--- config.mk ---
export PLATFORM = sky130hd
export DESIGN_NAME = wwac_window
export DESIGN_NICKNAME = d
export VERILOG_FILES = /design/src/rtl/wwac_pkg.sv /design/src/rtl/wwac_window.sv
export SDC_FILE = /design/constraint.sdc
export NUM_CORES = 2
export LEC_CHECK = 0
export ABC_AREA = 1
export BUFFER_PORTS_ARGS = -buffer_cell sky130_fd_sc_hd__buf_2
export CORE_ASPECT_RATIO = 1.25
export CORE_UTILIZATION = 69
export CTS_BUF_LIST = sky130_fd_sc_hd__clkbuf_4
export DETAILED_ROUTE_END_ITERATION = 6
export PLACE_DENSITY_LB_ADDON = 0.05
export SLEW_MARGIN = 20
export SYNTH_ARGS = -nofsm -noshare
export SYNTH_HDL_FRONTEND = slang
export SYNTH_SLANG_ARGS = --single-unit
--- constraint.sdc ---
create_clock -name i_clk -period 14.91 [get_ports i_clk]
set_input_delay 2.982 -clock i_clk [delete_from_list [all_inputs] [get_ports i_clk]]
set_output_delay 2.982 -clock i_clk [all_outputs]
set_load 0.005 [all_outputs]
--- src/rtl/wwac_pkg.sv ---
// shared types and constants of the weighted window abs contrast filter
// no dependencies; every other file but wwac_ram uses this package
package wwac_pkg;

    localparam int PIX_W      = 8;
    localparam int LEN_CFG_W  = 11;
    localparam int PACK_W     = 64;
    localparam int NPACK      = 7;
    localparam int PACK_IDX_W = 3;
    localparam int CFG_IDX_W  = 3;
    localparam int CONTRAST_W = 22;
    localparam int PROD_W     = 16;
    localparam int PROD_MAX   = 255 * 255;

    localparam logic [LEN_CFG_W-1:0] LEN_RESET = 11'd1024;

    // configuration register indexes
    typedef enum logic [CFG_IDX_W-1:0] {
        CFG_LINE_LENGTH,
        CFG_WEIGHT_PACK_0,
        CFG_WEIGHT_PACK_1,
        CFG_WEIGHT_PACK_2,
        CFG_WEIGHT_PACK_3,
        CFG_WEIGHT_PACK_4,
        CFG_WEIGHT_PACK_5,
        CFG_WEIGHT_PACK_6
    } t_cfg_idx;

    typedef struct packed {
        logic [PIX_W-1:0] pixel;
        logic             frame_start;
    } t_pix_beat;

    typedef struct packed {
        logic [CONTRAST_W-1:0] contrast;
        logic                  line_end;
    } t_res_beat;

    // column stage to window stage
    typedef struct packed {
        logic shift;
        logic emit;
        logic line_end;
    } t_s1_tag;

    // tag of a beat that will produce a result
    typedef struct packed {
        logic valid;
        logic line_end;
    } t_res_tag;

endpackage

--- src/rtl/wwac_window.sv ---
// window registers and per-tap weighted absolute differences
// depends on wwac_pkg
module wwac_window #(
    parameter int WINDOW = 5
) (
    input  logic                                       i_clk,
    input  logic                                       i_rst_n,
    input  logic [WINDOW*wwac_pkg::PIX_W-1:0]          i_col,
    input  wwac_pkg::t_s1_tag                          i_tag,
    input  logic [WINDOW*WINDOW*wwac_pkg::PIX_W-1:0]   i_weights,
    input  logic                                       i_down_ready,
    output logic                                       o_up_ready,
    output logic [WINDOW*WINDOW*wwac_pkg::PROD_W-1:0]  o_prod,
    output wwac_pkg::t_res_tag                         o_tag
);
    import wwac_pkg::*;

    localparam int TAPS   = WINDOW * WINDOW;
    localparam int CENTER = (WINDOW - 1) / 2;

    logic [PIX_W-1:0]  r_win  [TAPS];
    logic [PIX_W-1:0]  n_win  [TAPS];
    logic [PROD_W-1:0] r_prod [TAPS];
    logic [PROD_W-1:0] n_prod [TAPS];
    t_res_tag          r2_tag;
    logic              en2;
    logic [PIX_W-1:0]  ctr;
    logic [PIX_W-1:0]  diff;
    logic [PIX_W-1:0]  wgt;

    assign en2        = !r2_tag.valid || i_down_ready;
    assign o_up_ready = en2;

    // window moves one position along the line, new column enters at the end
    always_comb begin
        for (int r = 0; r < WINDOW; r++) begin
            for (int c = 0; c < WINDOW - 1; c++) begin
                n_win[r*WINDOW + c] = r_win[r*WINDOW + c + 1];
            end
            n_win[r*WINDOW + WINDOW - 1] = i_col[r*PIX_W +: PIX_W];
        end
    end

    assign ctr = n_win[CENTER*WINDOW + CENTER];

    // zero taps drop out, the center counts even when zero
    always_comb begin
        diff = '0;
        wgt  = '0;
        for (int k = 0; k < TAPS; k++) begin
            diff      = (n_win[k] > ctr) ? n_win[k] - ctr : ctr - n_win[k];
            wgt       = i_weights[k*PIX_W +: PIX_W];
            n_prod[k] = (n_win[k] != '0) ? PROD_W'(diff) * PROD_W'(wgt) : '0;
        end
    end

    always_ff @(posedge i_clk) begin
        if (!i_rst_n) begin
            r2_tag <= '0;
            for (int k = 0; k < TAPS; k++) begin
                r_win[k] <= '0;
            end
        end else if (en2) begin
            r2_tag.valid    <= i_tag.shift && i_tag.emit;
            r2_tag.line_end <= i_tag.line_end;
            if (i_tag.shift) begin
                r_win <= n_win;
            end
        end
    end

    always_ff @(posedge i_clk) begin
        if (en2 && i_tag.shift) begin
            r_prod <= n_prod;
        end
    end

    always_comb begin
        for (int k = 0; k < TAPS; k++) begin
            o_prod[k*PROD_W +: PROD_W] = r_prod[k];
        end
    end

    assign o_tag = r2_tag;
endmodule

==> flow_metrics.env <==
export IMPL_status="finished, violations left"
export IMPL_violations="DRC"
export IMPL_drv_cap=0
export IMPL_antenna_found_initial=77
export IMPL_worstPathArrival_ns=8.29
export IMPL_grt_busiest_layer="met2"
export IMPL_cts_hold_fix_buffers=0
export IMPL_via_per_inst=5.587
export IMPL_clk_latency_ns=1.28
export IMPL_num_rows=147
export IMPL_cts_buffers=153
export IMPL_first_pass_iters=7
export IMPL_syn_area_um2=89640
export IMPL_r2r_start="ctr[1]"
export IMPL_gp_congestion=0.9899
export IMPL_finalClockSkew_ns=0.1049
export IMPL_ys_types=48
export IMPL_synth_area_leader_cell="fa_1"
export IMPL_htree_levels=4
export IMPL_grt_met1_usage_pct=44.44
export IMPL_ant_nets=0
export IMPL_grt_max_degree=101
export IMPL_seq_area_frac_synth_pct=16.48
export IMPL_cts_root_buf="clkbuf_4"
export IMPL_end_kind="flip-flop"
export IMPL_die_y_um=405.0
export IMPL_finalHoldViolations=0
export IMPL_synthArstFlopShare_pct=0
export IMPL_clockBufferDepth=3
export IMPL_min_path_type="flip-flop to flip-flop"
export IMPL_fp_dieArea_um2=131400
export IMPL_grt_use_met2_pct=64.76
export IMPL_worstPathBufferInverterCount=6
export IMPL_setup_tns_ns=0
export IMPL_ctsResizeCount=0
export IMPL_fin_crit_ns=7.358
export IMPL_synth_ff_type="edfxtp_1"
export IMPL_die_x_um=324.4
export IMPL_synth_edf_count=384
export IMPL_nets=15310
export IMPL_nFillCells=10230
export IMPL_fin_crit_sh_pct=49.35
export IMPL_syn_avg_cell_area_um2=7.303
export IMPL_cpMostUsedCell="nand2_1"
export IMPL_yosys_warnings=0
export IMPL_hpwlAfterDp_um=201700
export IMPL_path_class="primary input to flip-flop"
export IMPL_vias=82710
export IMPL_grt_pass1_wl_um=405800
export IMPL_clkSinkCount=546
export IMPL_tightest_slew_ns=1.146
export IMPL_cp_startpoint="i_col[8]"
export IMPL_synth_cells=12280
export IMPL_netlist_top_cells_count="nand2_1, inv_1, nor2_1, ha_1, fa_1"
export IMPL_synth_top_area_share_pct=20.37
export IMPL_drc=1
export IMPL_area_growth_synth_to_final_pct=7.497
export IMPL_clkTransAtPathRegs_ns=0.06
export IMPL_grt_usage_pct=38.27
export IMPL_synth_seq_cells=546
export IMPL_crit_fanout=12
export IMPL_synth_most_common_cell="nand2_1"
export IMPL_grtUsageMet3_pct=7.682
export IMPL_ys_top_cells_by_area="fa_1, ha_1, edfxtp_1, nand2_1, inv_1"
export IMPL_routed_wl_um=251300
export IMPL_slew_headroom_pct=23.50
export IMPL_cp_top_family="adder cells"
export IMPL_initial_core_util_pct=69.62
export IMPL_wl_per_cell_um=16.98
export IMPL_crit_path_top_delay_cell="fa_1"
export IMPL_numPortBuffers=624
export IMPL_drt_initial_drc_count=6209
export IMPL_slew_viol_final=0
export IMPL_grt_pass1_vias=82590
export IMPL_critPathLaunchType="primary input"
export IMPL_setup_violations=0
export IMPL_overflow=0
export IMPL_rsz0062_at_grt="false"
export IMPL_crit_path_max_incr_delay_ns=0.54
export IMPL_hp_start="ctr[7]"
export IMPL_coreArea_um2=128700
export IMPL_post_cts_buffers=0
export IMPL_cts_tree="yes"
export IMPL_worstPathRequired_ns=15.85
export IMPL_max_freq_mhz=135.9
export IMPL_io_pins=649
export IMPL_drive_above_1_share_pct=9.240
-- worst reg2reg max path, cell delays in order (launching register included) --
cell     delay (ns)
dfxtp_4        0.51
inv_4          0.42
buf_4          0.65
fa_1           0.36
nand3_1        0.08
nand2_1        0.16
nand2_1        0.07
nand2_1        0.07
nand2_2        0.27
o21ai_2        0.62
nor2_1         0.15
fa_1           0.44
inv_1          0.07
fa_1           0.45
fa_1           0.55
fa_1           0.51
inv_1          0.05
ha_1           0.36
inv_1          0.08
o21ai_0        0.46
nand3_1        0.14
nand3_1        0.13
nand2_1        0.06
nand2_1        0.06
nor2_1         0.05
-- sequential cells by signal, indices dropped and copies added, names as in the netlist --
name    count
o_tag       2
n_win     152
ctr         8
o_prod    384
-- per-layer routing --
| metal | vias to the layer above | share of wire [%] |
|---|---|---|
| li1 | 39340 | - |
| met1 | 38940 | 38 |
| met2 | 3462 | 48 |
| met3 | 914 | 8.2 |
| met4 | 58 | 6.2 |
| met5 | - | 0.16 |
-- layout make-up --
| type | count | area (um2) | area share [%] |
|---|---|---|---|
| multi-input cells | 9030 | 64450 | 66.88 |
| flip-flops and latches | 546 | 14790 | 15.34 |
| inverters | 2544 | 9562 | 9.923 |
| repair buffers | 649 | 3313 | 3.438 |
| well taps | 1713 | 2143 | 2.224 |
| clock buffers | 216 | 1622 | 1.683 |
| clock inverters | 56 | 356.6 | 0.3701 |
| diodes | 51 | 127.6 | 0.1324 |
-- path summary, 6_finish.rpt --
path	end	slack (ns)	cells after the start
setup / recovery	o_prod[159]	7.55	28
hold / removal	ctr[7]	0.47	2
setup reg to reg	o_prod[287]	7.79	24
hold reg to reg	ctr[7]	0.47	2
-- per-stage QoR --
| stage | cell area (um2) | utilization (%) | std cells | setup slack, ns | hold slack [ns] |
|---|---|---|---|---|---|
| CTS | 96200 | 74.72 | 14750 | 7.710 | 0.4739 |
| detailed placement | 94220 | 73.18 | 14480 | 6.381 | 0.4636 |
| finish | 96360 | 74.84 | 14810 | 7.552 | 0.4733 |
| floorplan | 89690 | - | 12290 | 6.461 | 0.4667 |
| global placement | 94220 | 73.18 | 14480 | 6.460 | 0.4532 |
| global route | 96320 | 74.81 | 14790 | 7.217 | 0.5087 |
-- cells by family (layout without fill, tap and decap cells) --
| family | Yosys count | count (layout) | synth area share [%] |
|---|---|---|---|
| compound gates | 928 | 928 | 5.941 |
| xor+xnor | 160 | 160 | 1.563 |
| fa+ha+maj | 2136 | 2136 | 37.45 |
| buf+inv | 2714 | 3465 | 11.76 |
| flops | 546 | 546 | 16.48 |
| other cells | 1 | 67 | 0.004183 |
| simple gates | 5790 | 5790 | 26.80 |
-- cells in the final DEF, fill, tap and decap left out, types with 155 or more instances in the layout --
cell | synthesis | final
nand2_1 | 2550 | 2549
inv_1 | 2541 | 2532
nor2_1 | 2088 | 2088
ha_1 | 1224 | 1224
fa_1 | 912 | 912
nand3_1 | 717 | 717
buf_2 | 44 | 623
a21oi_1 | 531 | 531
edfxtp_1 | 384 | 384
o21ai_0 | 220 | 220
clkbuf_4 | 0 | 216
dfxtp_1 | 162 | 155
Power is left out: the tool's default activity adds up to more than one toggle a clock period on the data nets, which glitch-free logic cannot reach.
