`src/rtl/wwac_pkg.sv`:
```
// shared types and constants of the weighted window abs contrast filter
// no dependencies; every other file but wwac_ram uses this package
package wwac_pkg;

    localparam int PIX_W      = 8;
    localparam int LEN_CFG_W  = 11;
    localparam int PACK_W     = 64;
    localparam int NPACK      = 7;
    localparam int PACK_IDX_W = 3;
    localparam int CFG_IDX_W  = 3;
    localparam int CONTRAST_W = 22;
    localparam int PROD_W     = 16;
    localparam int PROD_MAX   = 255 * 255;

    localparam logic [LEN_CFG_W-1:0] LEN_RESET = 11'd1024;

    // configuration register indexes
    typedef enum logic [CFG_IDX_W-1:0] {
        CFG_LINE_LENGTH,
        CFG_WEIGHT_PACK_0,
        CFG_WEIGHT_PACK_1,
        CFG_WEIGHT_PACK_2,
        CFG_WEIGHT_PACK_3,
        CFG_WEIGHT_PACK_4,
        CFG_WEIGHT_PACK_5,
        CFG_WEIGHT_PACK_6
    } t_cfg_idx;

    typedef struct packed {
        logic [PIX_W-1:0] pixel;
        logic             frame_start;
    } t_pix_beat;

    typedef struct packed {
        logic [CONTRAST_W-1:0] contrast;
        logic                  line_end;
    } t_res_beat;

    // column stage to window stage
    typedef struct packed {
        logic shift;
        logic emit;
        logic line_end;
    } t_s1_tag;

    // tag of a beat that will produce a result
    typedef struct packed {
        logic valid;
        logic line_end;
    } t_res_tag;

endpackage

```
`src/rtl/wwac_if.sv`:
```


interface wwac_res_if;
    logic                 valid;
    logic                 ready;
    wwac_pkg::t_res_beat  data;

    modport source (output valid, output data, input ready);
    modport sink   (input valid, input data, output ready);
endinterface

```
`src/rtl/wwac_sum.sv`:
```
// two level adder tree (row sums, then total) and output register
// depends on wwac_pkg, wwac_if
module wwac_sum #(
    parameter int WINDOW = 5
) (
    input  logic                                       i_clk,
    input  logic                                       i_rst_n,
    input  logic [WINDOW*WINDOW*wwac_pkg::PROD_W-1:0]  i_prod,
    input  wwac_pkg::t_res_tag                         i_tag,
    output logic                                       o_up_ready,
    wwac_res_if.source                                 o_res
);
    import wwac_pkg::*;

    localparam int ROW_W = $clog2(WINDOW * PROD_MAX + 1);

    logic [ROW_W-1:0]      r3_row [WINDOW];
    logic [ROW_W-1:0]      n_row  [WINDOW];
    t_res_tag              r3_tag;
    logic [CONTRAST_W-1:0] total;
    logic                  r_o_valid;
    t_res_beat             r_o_data;
    logic                  en3;
    logic                  en_out;

    assign en_out     = !r_o_valid || o_res.ready;
    assign en3        = !r3_tag.valid || en_out;
    assign o_up_ready = en3;

    always_comb begin
        for (int r = 0; r < WINDOW; r++) begin
            n_row[r] = '0;
            for (int c = 0; c < WINDOW; c++) begin
                n_row[r] = n_row[r] + ROW_W'(i_prod[(r*WINDOW + c)*PROD_W +: PROD_W]);
            end
        end
    end

    always_comb begin
        total = '0;
        for (int r = 0; r < WINDOW; r++) begin
            total = total + CONTRAST_W'(r3_row[r]);
        end
    end

    always_ff @(posedge i_clk) begin
        if (!i_rst_n) begin
            r3_tag    <= '0;
            r_o_valid <= 1'b0;
        end else begin
            if (en3) begin
                r3_tag <= i_tag;
            end
            if (en_out) begin
                r_o_valid <= r3_tag.valid;
            end
        end
    end

    always_ff @(posedge i_clk) begin
        if (en3 && i_tag.valid) begin
            r3_row <= n_row;
        end
        if (en_out && r3_tag.valid) begin
            r_o_data.contrast <= total;
            r_o_data.line_end <= r3_tag.line_end;
        end
    end

    assign o_res.valid = r_o_valid;
    assign o_res.data  = r_o_data;
endmodule

```
`src/flat_wrapper.sv`:
```
// flat-port wrapper written by rule: the top's interface ports become plain ports
module wwac_sum_flat import wwac_pkg::*;
#(
    parameter int WINDOW = 5
)
  (i_clk, i_rst_n, i_prod, i_tag, o_up_ready, o_res_valid, o_res_data, o_res_ready);
  wwac_res_if o_res_i ();
  input  logic i_clk;
  input  logic i_rst_n;
  input  logic [WINDOW*WINDOW*wwac_pkg::PROD_W-1:0] i_prod;
  input  wwac_pkg::t_res_tag i_tag;
  output logic o_up_ready;
  output wire logic [$bits(o_res_i.valid)-1:0] o_res_valid;
  output wire logic [$bits(o_res_i.data)-1:0] o_res_data;
  input wire logic [$bits(o_res_i.ready)-1:0] o_res_ready;
  assign o_res_valid = o_res_i.valid;
  assign o_res_data = o_res_i.data;
  assign o_res_i.ready = o_res_ready;
  wwac_sum #(.WINDOW(WINDOW)) u_core (.i_clk(i_clk), .i_rst_n(i_rst_n), .i_prod(i_prod), .i_tag(i_tag), .o_up_ready(o_up_ready), .o_res(o_res_i));
endmodule
```
`config.mk`:
```
export PLATFORM = sky130hd
export DESIGN_NAME = wwac_sum_flat
export DESIGN_NICKNAME = d
export VERILOG_FILES = /design/src/rtl/wwac_pkg.sv /design/src/rtl/wwac_if.sv /design/src/rtl/wwac_sum.sv /design/src/flat_wrapper.sv
export SDC_FILE = /design/constraint.sdc
export NUM_CORES = 1
export LEC_CHECK = 0
export BUFFER_PORTS_ARGS = -buffer_cell sky130_fd_sc_hd__buf_4
export CORE_ASPECT_RATIO = 0.8
export CORE_MARGIN = 4
export CORE_UTILIZATION = 55
export CTS_CLUSTER_DIAMETER = 80
export DETAILED_ROUTE_END_ITERATION = 8
export GPL_TIMING_DRIVEN = 0
export HOLD_SLACK_MARGIN = 0.02
export PLACE_DENSITY = 0.81
export SYNTH_ARGS = -nofsm -noshare
export SYNTH_HDL_FRONTEND = slang
export SYNTH_SLANG_ARGS = --single-unit
```
`constraint.sdc`:
```
create_clock -name i_clk -period 5.6 [get_ports i_clk]
set_input_delay 0 -clock i_clk [delete_from_list [all_inputs] [get_ports i_clk]]
set_output_delay 0 -clock i_clk [all_outputs]
set_load 0.005 [all_outputs]
```
==> insert_results.sql, run 1 <==
INSERT INTO impl_metrics (metric_group, metric, value, unit) VALUES
('detailed_routing', 'drt_pass1_iterations', '5', ''),
('clock_tree', 'cts_tree', 'built', ''),
('finish', 'final_nets', '3315', ''),
('hold_path', 'class_of_the_most_critical_hold_timing_path', 'primary input to flop', ''),
('sta', 'hold_violations', '0', ''),
('detailed_routing', 'initial_drc_count', '875', ''),
('finish', 'fillers', '2504', ''),
('yosys', 'synth-async-reset-ratio', '0', '%'),
('placement', 'port_buffers', '429', ''),
('yosys', 'yosysWarningCount', '0', ''),
('placement', 'gp_congestion', '0.933', ''),
('detailed_routing', 'drt-vias-per-instance', '5.28', ''),
('critical_path', 'slowest_delay', '0.47', 'ns'),
('sta', 'hold_ws', '0.0567', 'ns'),
('detailed_routing', 'routed-via-count', '15500', ''),
('detailed_routing', 'detail_route.wirelength', '47.2', 'mm'),
('critical_path', 'critPathMaxFanout', '7', ''),
('yosys', 'post-synth-top-area-fraction', '22.2', '%'),
('finish', 'diode_count', '0', ''),
('critical_path', 'crit_chain', 'ha_1, fa_1, a21oi_2, o21ai_1, a2111oi_2, o41ai_1, a21o_1, a21oi_1, xnor2_1, fa_1, inv_1, fa_1, inv_1, ha_2, and3_1, a21boi_2, o21ai_1, a21o_1, o41ai_2, xnor2_1', ''),
('die', 'die_footprint', '36500', 'um2'),
('yosys', 'post_synth.cell_area_avg', '9.04', 'um2'),
('job', 'maxCapViolCount', '0', ''),
('clock_tree', 'clk_transition_reported_paths', '0.06', 'ns'),
('clock_tree', 'ctsLongestPathBuffers', '2', ''),
('clock_tree', 'htreeDepth', '4', ''),
('sta', 'clock.fmax', '187', 'MHz'),
('global_route', 'grtUsageTotal', '25.5', '%'),
('critical_path', 'path_class', 'flop to flop', ''),
('detailed_routing', 'highest_layer', 'met4', ''),
('yosys', 'postSynthRegisterBits', '121', ''),
('yosys', 'synth_fp_nets', '2855', ''),
('yosys', 'flip_flop_cell_with_the_highest_count_after_synthesis', 'sky130_fd_sc_hd__edfxtp_1', ''),
('finish', 'layout-area-overhead-vs-synth', '24.4', '%'),
('finish', 'final_area', '22900', 'um2'),
('finish', 'layout-drive-gt1-share', '19.5', '%'),
('detailed_routing', 'met2RoutedLength', '22.2', 'mm'),
('finish', 'final-instance-count-excl-fill', '2936', ''),
('clock_tree', 'clock_insertion_delay_worst_skew', '0.42', 'ns'),
('critical_path', 'cp.arrival', '5.50', 'ns'),
('sta', 'finalSetupViolations', '0', ''),
('sta', 'max_slew_margin', '58.9', '%'),
('die', 'die_w', '213', 'um'),
('sta', 'finalWorstPathRequiredPeriod', '5.35', 'ns'),
('sta', 'min_period_over_period', '95.5', '%'),
('outcome', 'run_status', 'completed', ''),
('clock_tree', 'numCtsBuffers', '17', ''),
('critical_path', 'critical_path.n_buffers_inverters', '2', ''),
('yosys', 'synth.cells.most_frequent', 'sky130_fd_sc_hd__inv_1, sky130_fd_sc_hd__ha_1, sky130_fd_sc_hd__fa_1', ''),
('die', 'core.rowCount', '59', ''),
('global_route', 'grt_start_max_net_pins', '54', ''),
('critical_path', 'path_delay_family', 'compound AO/OA/AOI/OAI gates', ''),
('yosys', 'post-synth-top-count-cell', 'sky130_fd_sc_hd__inv_1', ''),
('clock_tree', 'postCtsSetupBuffers', '0', ''),
('yosys', 'netlist_area_before_placement', '18400', 'um2'),
('yosys', 'synth_sequential_area_ratio', '19.6', '%'),
('global_route', 'grt_first_pass_wirelength', '75.1', 'mm'),
('die', 'initial_core_util', '56.1', '%'),
('global_route', 'number_of_global_route_vias_before_repair', '15700', ''),
('die', 'die_height', '172', 'um'),
('detailed_routing', 'drt.antenna.violating_nets', '0', ''),
('detailed_routing', 'wl_met3', '3.65', 'mm'),
('critical_path', 'critical_path.startpoint_type', 'flop', ''),
('placement', 'placedCellCount', '2894', ''),
('yosys', 'netlist-cell-type-count', '75', ''),
('die', 'ios', '430', ''),
('critical_path', 'critPathCaptureType', 'flop', ''),
('detailed_routing', 'detail_route.drc_violations', '0', ''),
('placement', 'post-dp-hpwl', '41.6', 'mm'),
('clock_tree', 'cts-root-buf', 'sky130_fd_sc_hd__clkbuf_16', ''),
('yosys', 'synth-edff-count', '118', '');
-- cell families after synthesis --
| logic type | synth area share [%] |
|---|---|
| AO/OA/AOI/OAI | 15.1 |
| XOR/XNOR | 7.04 |
| adder cells (fa/ha/maj) | 36.5 |
| buffers and inverters | 11.3 |
| flip-flops | 19.6 |
| multiplexers | 0.272 |
| AND/OR/NAND/NOR | 10.3 |
-- placed cells by master, fill, tap and decap left out, drive strengths merged, types with 9 or more instances in the layout --
cell type    synthesis  final
o21a                34     34
nand4               11     11
nand3               26     26
o21ai               85     85
fa                 204    204
nor3                40     40
o31ai               10     10
inv                550    556
a21oi              116    116
nand2b              25     25
a31oi                9      9
edfxtp             118    118
a21o                47     47
buf                  0    431
xor2                41     41
ha                 210    210
xnor2              107    107
and3                10     10
a21boi              12     12
or3                  9      9
a211oi              10     10
nand2               61     61
o21bai              18     18
clkbuf               4     23
nor2b               37     37
nor2               120    120
dlygate4sd3          0     10
o211ai              13     13
-- worst register-to-register path, delay by kind of cell, from the launching register on --
| family | cells | cell delay [ns] |
|---|---|---|
| flip-flops | 1 | 0.47 |
| buffers and inverters | 2 | 0.15 |
| AND/OR/NAND/NOR | 1 | 0.22 |
| XOR/XNOR | 2 | 0.33 |
| adder cells (fa/ha/maj) | 5 | 1.88 |
| AO/OA/AOI/OAI | 10 | 2.04 |
-- worst paths after layout --
check	start	slack [ns]	end	depth (start not counted)
max reg2reg	u_core.r3_row[57]$_DFFE_PP_	0.25	u_core.o_res.data[20]$_DFFE_PP_	20
min	i_prod[225]	0.06	u_core.r3_row[39]$_DFFE_PP_	3
max	u_core.r3_row[57]$_DFFE_PP_	0.25	u_core.o_res.data[20]$_DFFE_PP_	20
min reg2reg	u_core.r3_tag[0]$_SDFFE_PN0N_	0.44	u_core.o_res.data[0]$_DFFE_PP_	0
-- flip-flops by register name, summed over array words and instances, names as in the netlist --
register,cells
u_core.r3_tag,2
u_core.r3_row,95
u_core.o_res.valid,1
u_core.o_res.data,23
-- layer usage --
layer | vias to the layer above | track usage [%]
met4 | 0 | 6.72
met2 | 558 | 42.7
met1 | 7285 | 34.2
met3 | 82 | 5.31
li1 | 7577 | -
met5 | - | 0
-- per-stage QoR --
stage                     setup slack [ns]  util [%]
after floorplan                      0.701         -
after global placement             -0.0793      67.6
after detailed placement            -0.141      67.8
after CTS                           0.0495      69.8
after global routing             0.0000626      69.9
final                                0.250      69.9
-- cell type report --
cell class              count  area (um2)  share of cell area [%]
multi-input cells        1361       12700                    55.7
repair buffers            441        3360                    14.7
clock buffers              19         433                    1.89
plain buffers               4        15.0                  0.0656
flip-flops and latches    121        3600                    15.7
inverters                 550        2060                    9.01
well taps                 427         534                    2.33
clock inverters            13         141                   0.617
-- repair_timing --
item | CTS | global route
gates resized for setup | 2 | 4
hold endpoints to repair | 9 | 0
pin swaps | 0 | 2
hold buffers | 10 | 0
endpoints found under the setup margin | 2 | 6
Power of run 1 is not shown: default switching activity piles up to over one toggle a cycle in this logic, so the estimate is an artifact.
==> inputs of run 2 (changes only) <==
- BUFFER_PORTS_ARGS: -buffer_cell sky130_fd_sc_hd__buf_4 -> -buffer_cell sky130_fd_sc_hd__buf_2
==> insert_results.sql, run 2 (same netlist as run 1, synthesis figures left out) <==
INSERT INTO impl_metrics (metric_group, metric, value, unit) VALUES
('outcome', 'run_status', 'completed', ''),
('critical_path', 'critical_path.startpoint_type', 'flop', ''),
('sta', 'clock.fmax', '187', 'MHz'),
('clock_tree', 'ctsLongestPathBuffers', '2', ''),
('die', 'die_footprint', '36500', 'um2'),
('clock_tree', 'cts-root-buf', 'sky130_fd_sc_hd__clkbuf_16', ''),
('critical_path', 'path_delay_family', 'compound AO/OA/AOI/OAI gates', ''),
('detailed_routing', 'detail_route.wirelength', '47.3', 'mm'),
('critical_path', 'critPathMaxFanout', '7', ''),
('sta', 'max_slew_margin', '54.3', '%'),
('sta', 'grt_setup_unrepaired', 'no', ''),
('placement', 'port_buffers', '429', ''),
('detailed_routing', 'drt_pass1_iterations', '8', ''),
('die', 'core_region_area', '32800', 'um2'),
('sta', 'hold_ws', '0.0881', 'ns'),
('detailed_routing', 'wl_per_cell', '16.1', 'um'),
('clock_tree', 'cts_tree', 'built', ''),
('critical_path', 'slowest_delay', '0.49', 'ns'),
('global_route', 'grtUsageTotal', '25.4', '%'),
('die', 'die_height', '172', 'um'),
('sta', 'worst_pin_slew', '0.677', 'ns'),
('critical_path', 'cp.arrival', '5.51', 'ns'),
('clock_tree', 'clk_transition_reported_paths', '0.06', 'ns'),
('detailed_routing', 'drt.antenna.violating_nets', '0', ''),
('critical_path', 'data_required_time_of_the_critical_path', '5.76', 'ns'),
('detailed_routing', 'initial_drc_count', '948', ''),
('critical_path', 'reg2reg_depth', '20', ''),
('clock_tree', 'htreeDepth', '4', ''),
('global_route', 'number_of_global_route_vias_before_repair', '15700', ''),
('hold_path', 'class_of_the_most_critical_hold_timing_path', 'primary input to flop', ''),
('critical_path', 'r2r_end', 'u_core.o_res.data[20]$_DFFE_PP_', ''),
('job', 'maxCapViolCount', '0', ''),
('critical_path', 'instance_count_on_the_critical_path', '20', ''),
('finish', 'largest_register_ffs', '95', ''),
('finish', 'layout-area-overhead-vs-synth', '18.7', '%'),
('critical_path', 'r2r_start', 'u_core.r3_row[57]$_DFFE_PP_', ''),
('placement', 'post-dp-hpwl', '41.6', 'mm'),
('detailed_routing', 'detail_route.drc_violations', '0', ''),
('finish', 'top_register', 'u_core.r3_row', ''),
('clock_tree', 'postCtsSetupBuffers', '0', ''),
('sta', 'min_period_over_period', '95.6', '%'),
('finish', 'fillers', '2681', ''),
('critical_path', 'critPathCaptureType', 'flop', ''),
('critical_path', 'critPathMostFrequentCell', 'sky130_fd_sc_hd__fa_1', ''),
('finish', 'final-instance-count-excl-fill', '2938', ''),
('finish', 'final_util', '66.7', '%'),
('critical_path', 'r2r_slack', '0.24', 'ns'),
('global_route', 'globalRoute.totalOverflow', '0', ''),
('finish', 'most-common-layout-cells', 'sky130_fd_sc_hd__inv_1, sky130_fd_sc_hd__buf_2, sky130_fd_sc_hd__ha_1, sky130_fd_sc_hd__fa_1, sky130_fd_sc_hd__nor2_1', ''),
('critical_path', 'critPathCapture', 'u_core.o_res.data[20]$_DFFE_PP_', ''),
('clock_tree', 'clock_insertion_delay_worst_skew', '0.42', 'ns'),
('critical_path', 'timing.critical_path.from', 'u_core.r3_row[57]$_DFFE_PP_', ''),
('clock_tree', 'clock_sinks', '121', ''),
('sta', 'total_negative_setup_slack', '0', 'ns'),
('global_route', 'grt_start_max_net_pins', '53', ''),
('critical_path', 'crit_chain', 'ha_1, fa_1, a21oi_2, o21ai_1, a2111oi_2, o41ai_1, a21o_1, a21oi_1, xnor2_1, fa_1, inv_1, fa_1, inv_1, ha_1, a21oi_2, a21boi_2, o21ai_1, a21o_1, o41ai_2, xnor2_1', ''),
('sta', 'finalClockSkew', '0.0106', 'ns'),
('finish', 'layout_commonest_cell', 'sky130_fd_sc_hd__inv_1', ''),
('detailed_routing', 'routed-via-count', '15500', ''),
('global_route', 'grt_antenna_before_repair', '3', ''),
('finish', 'final_nets', '3316', ''),
('clock_tree', 'numCtsBuffers', '17', ''),
('critical_path', 'worst_path_max_delay_cell', 'sky130_fd_sc_hd__fa_1', ''),
('critical_path', 'path_class', 'flop to flop', ''),
('sta', 'finalSetupViolations', '0', ''),
('placement', 'placedCellCount', '2894', ''),
('detailed_routing', 'drt-vias-per-instance', '5.29', ''),
('critical_path', 'critical_path.n_buffers_inverters', '2', ''),
('die', 'die_w', '213', 'um'),
('die', 'initial_core_util', '56.1', '%'),
('die', 'core.rowCount', '59', ''),
('sta', 'final-max-slew-violation-count', '0', ''),
('sta', 'hold_violations', '0', ''),
('placement', 'gp_congestion', '0.951', ''),
('die', 'ios', '430', ''),
('sta', 'finalWorstPathRequiredPeriod', '5.36', 'ns'),
('global_route', 'grt_first_pass_wirelength', '75.1', 'mm'),
('hold_path', 'worstHoldStart', 'i_prod[65]', ''),
('finish', 'layout-drive-gt1-share', '19.4', '%');
-- run 2: cell type report --
type	count	area (um2)	share of cell area (%)
multi-input combinational	1361	12700	58.3
sequential	121	3600	16.5
timing repair buffer	442	2310	10.6
inverter	550	2060	9.45
tap	427	534	2.44
clock buffer	22	454	2.08
clock inverter	10	123	0.561
buffer	4	15.0	0.0687
antenna	1	2.50	0.0115
-- run 2: layer usage --
metal / vias to the layer above / track usage (%) / wire length [um]
li1: 7588 / - / -
met1: 7407 / 34.2 / 20900
met2: 470 / 43.9 / 22800
met3: 61 / 4.29 / 2910
met4: 4 / 4.65 / 657
met5: - / 0 / 21
-- run 2: how the worst min path moves through the flow --
stage	endpoint	slack (ns)	cells after the start
floorplan	u_core.o_res.valid$_SDFFE_PN0P_	0.12	1
global placement	u_core.o_res.valid$_SDFFE_PN0P_	0.23	2
detailed placement	u_core.o_res.valid$_SDFFE_PN0P_	0.24	2
CTS	u_core.r3_row[77]$_DFFE_PP_	0.07	3
global route	u_core.r3_row[77]$_DFFE_PP_	0.09	3
finish	u_core.r3_row[77]$_DFFE_PP_	0.09	3
-- run 2: timing repair --
item / in CTS / in global routing
pin swaps: 0 / 1
setup endpoints to repair: 1 / 5
hold endpoints to repair: 8 / 0
hold buffers: 11 / 0
resized for setup: 1 / 4
-- run 2: worst register-to-register path: cells and delay by family, from the launching register on --
family / cells / cell delay (ns)
AO/OA/AOI/OAI: 11 / 2.28
adder cells (fa/ha/maj): 5 / 2.07
flip-flops: 1 / 0.43
XOR/XNOR: 2 / 0.24
buffers and inverters: 2 / 0.09
-- run 2: through the flow --
stage,setup WS (ns),area [um2]
floorplan,0.701,18400
global placement,0.0136,21100
detailed placement,-0.0230,21100
CTS,0.0217,21800
global route,0.0583,21800
finish,0.244,21900
Power of run 2 is left out for the same reason.
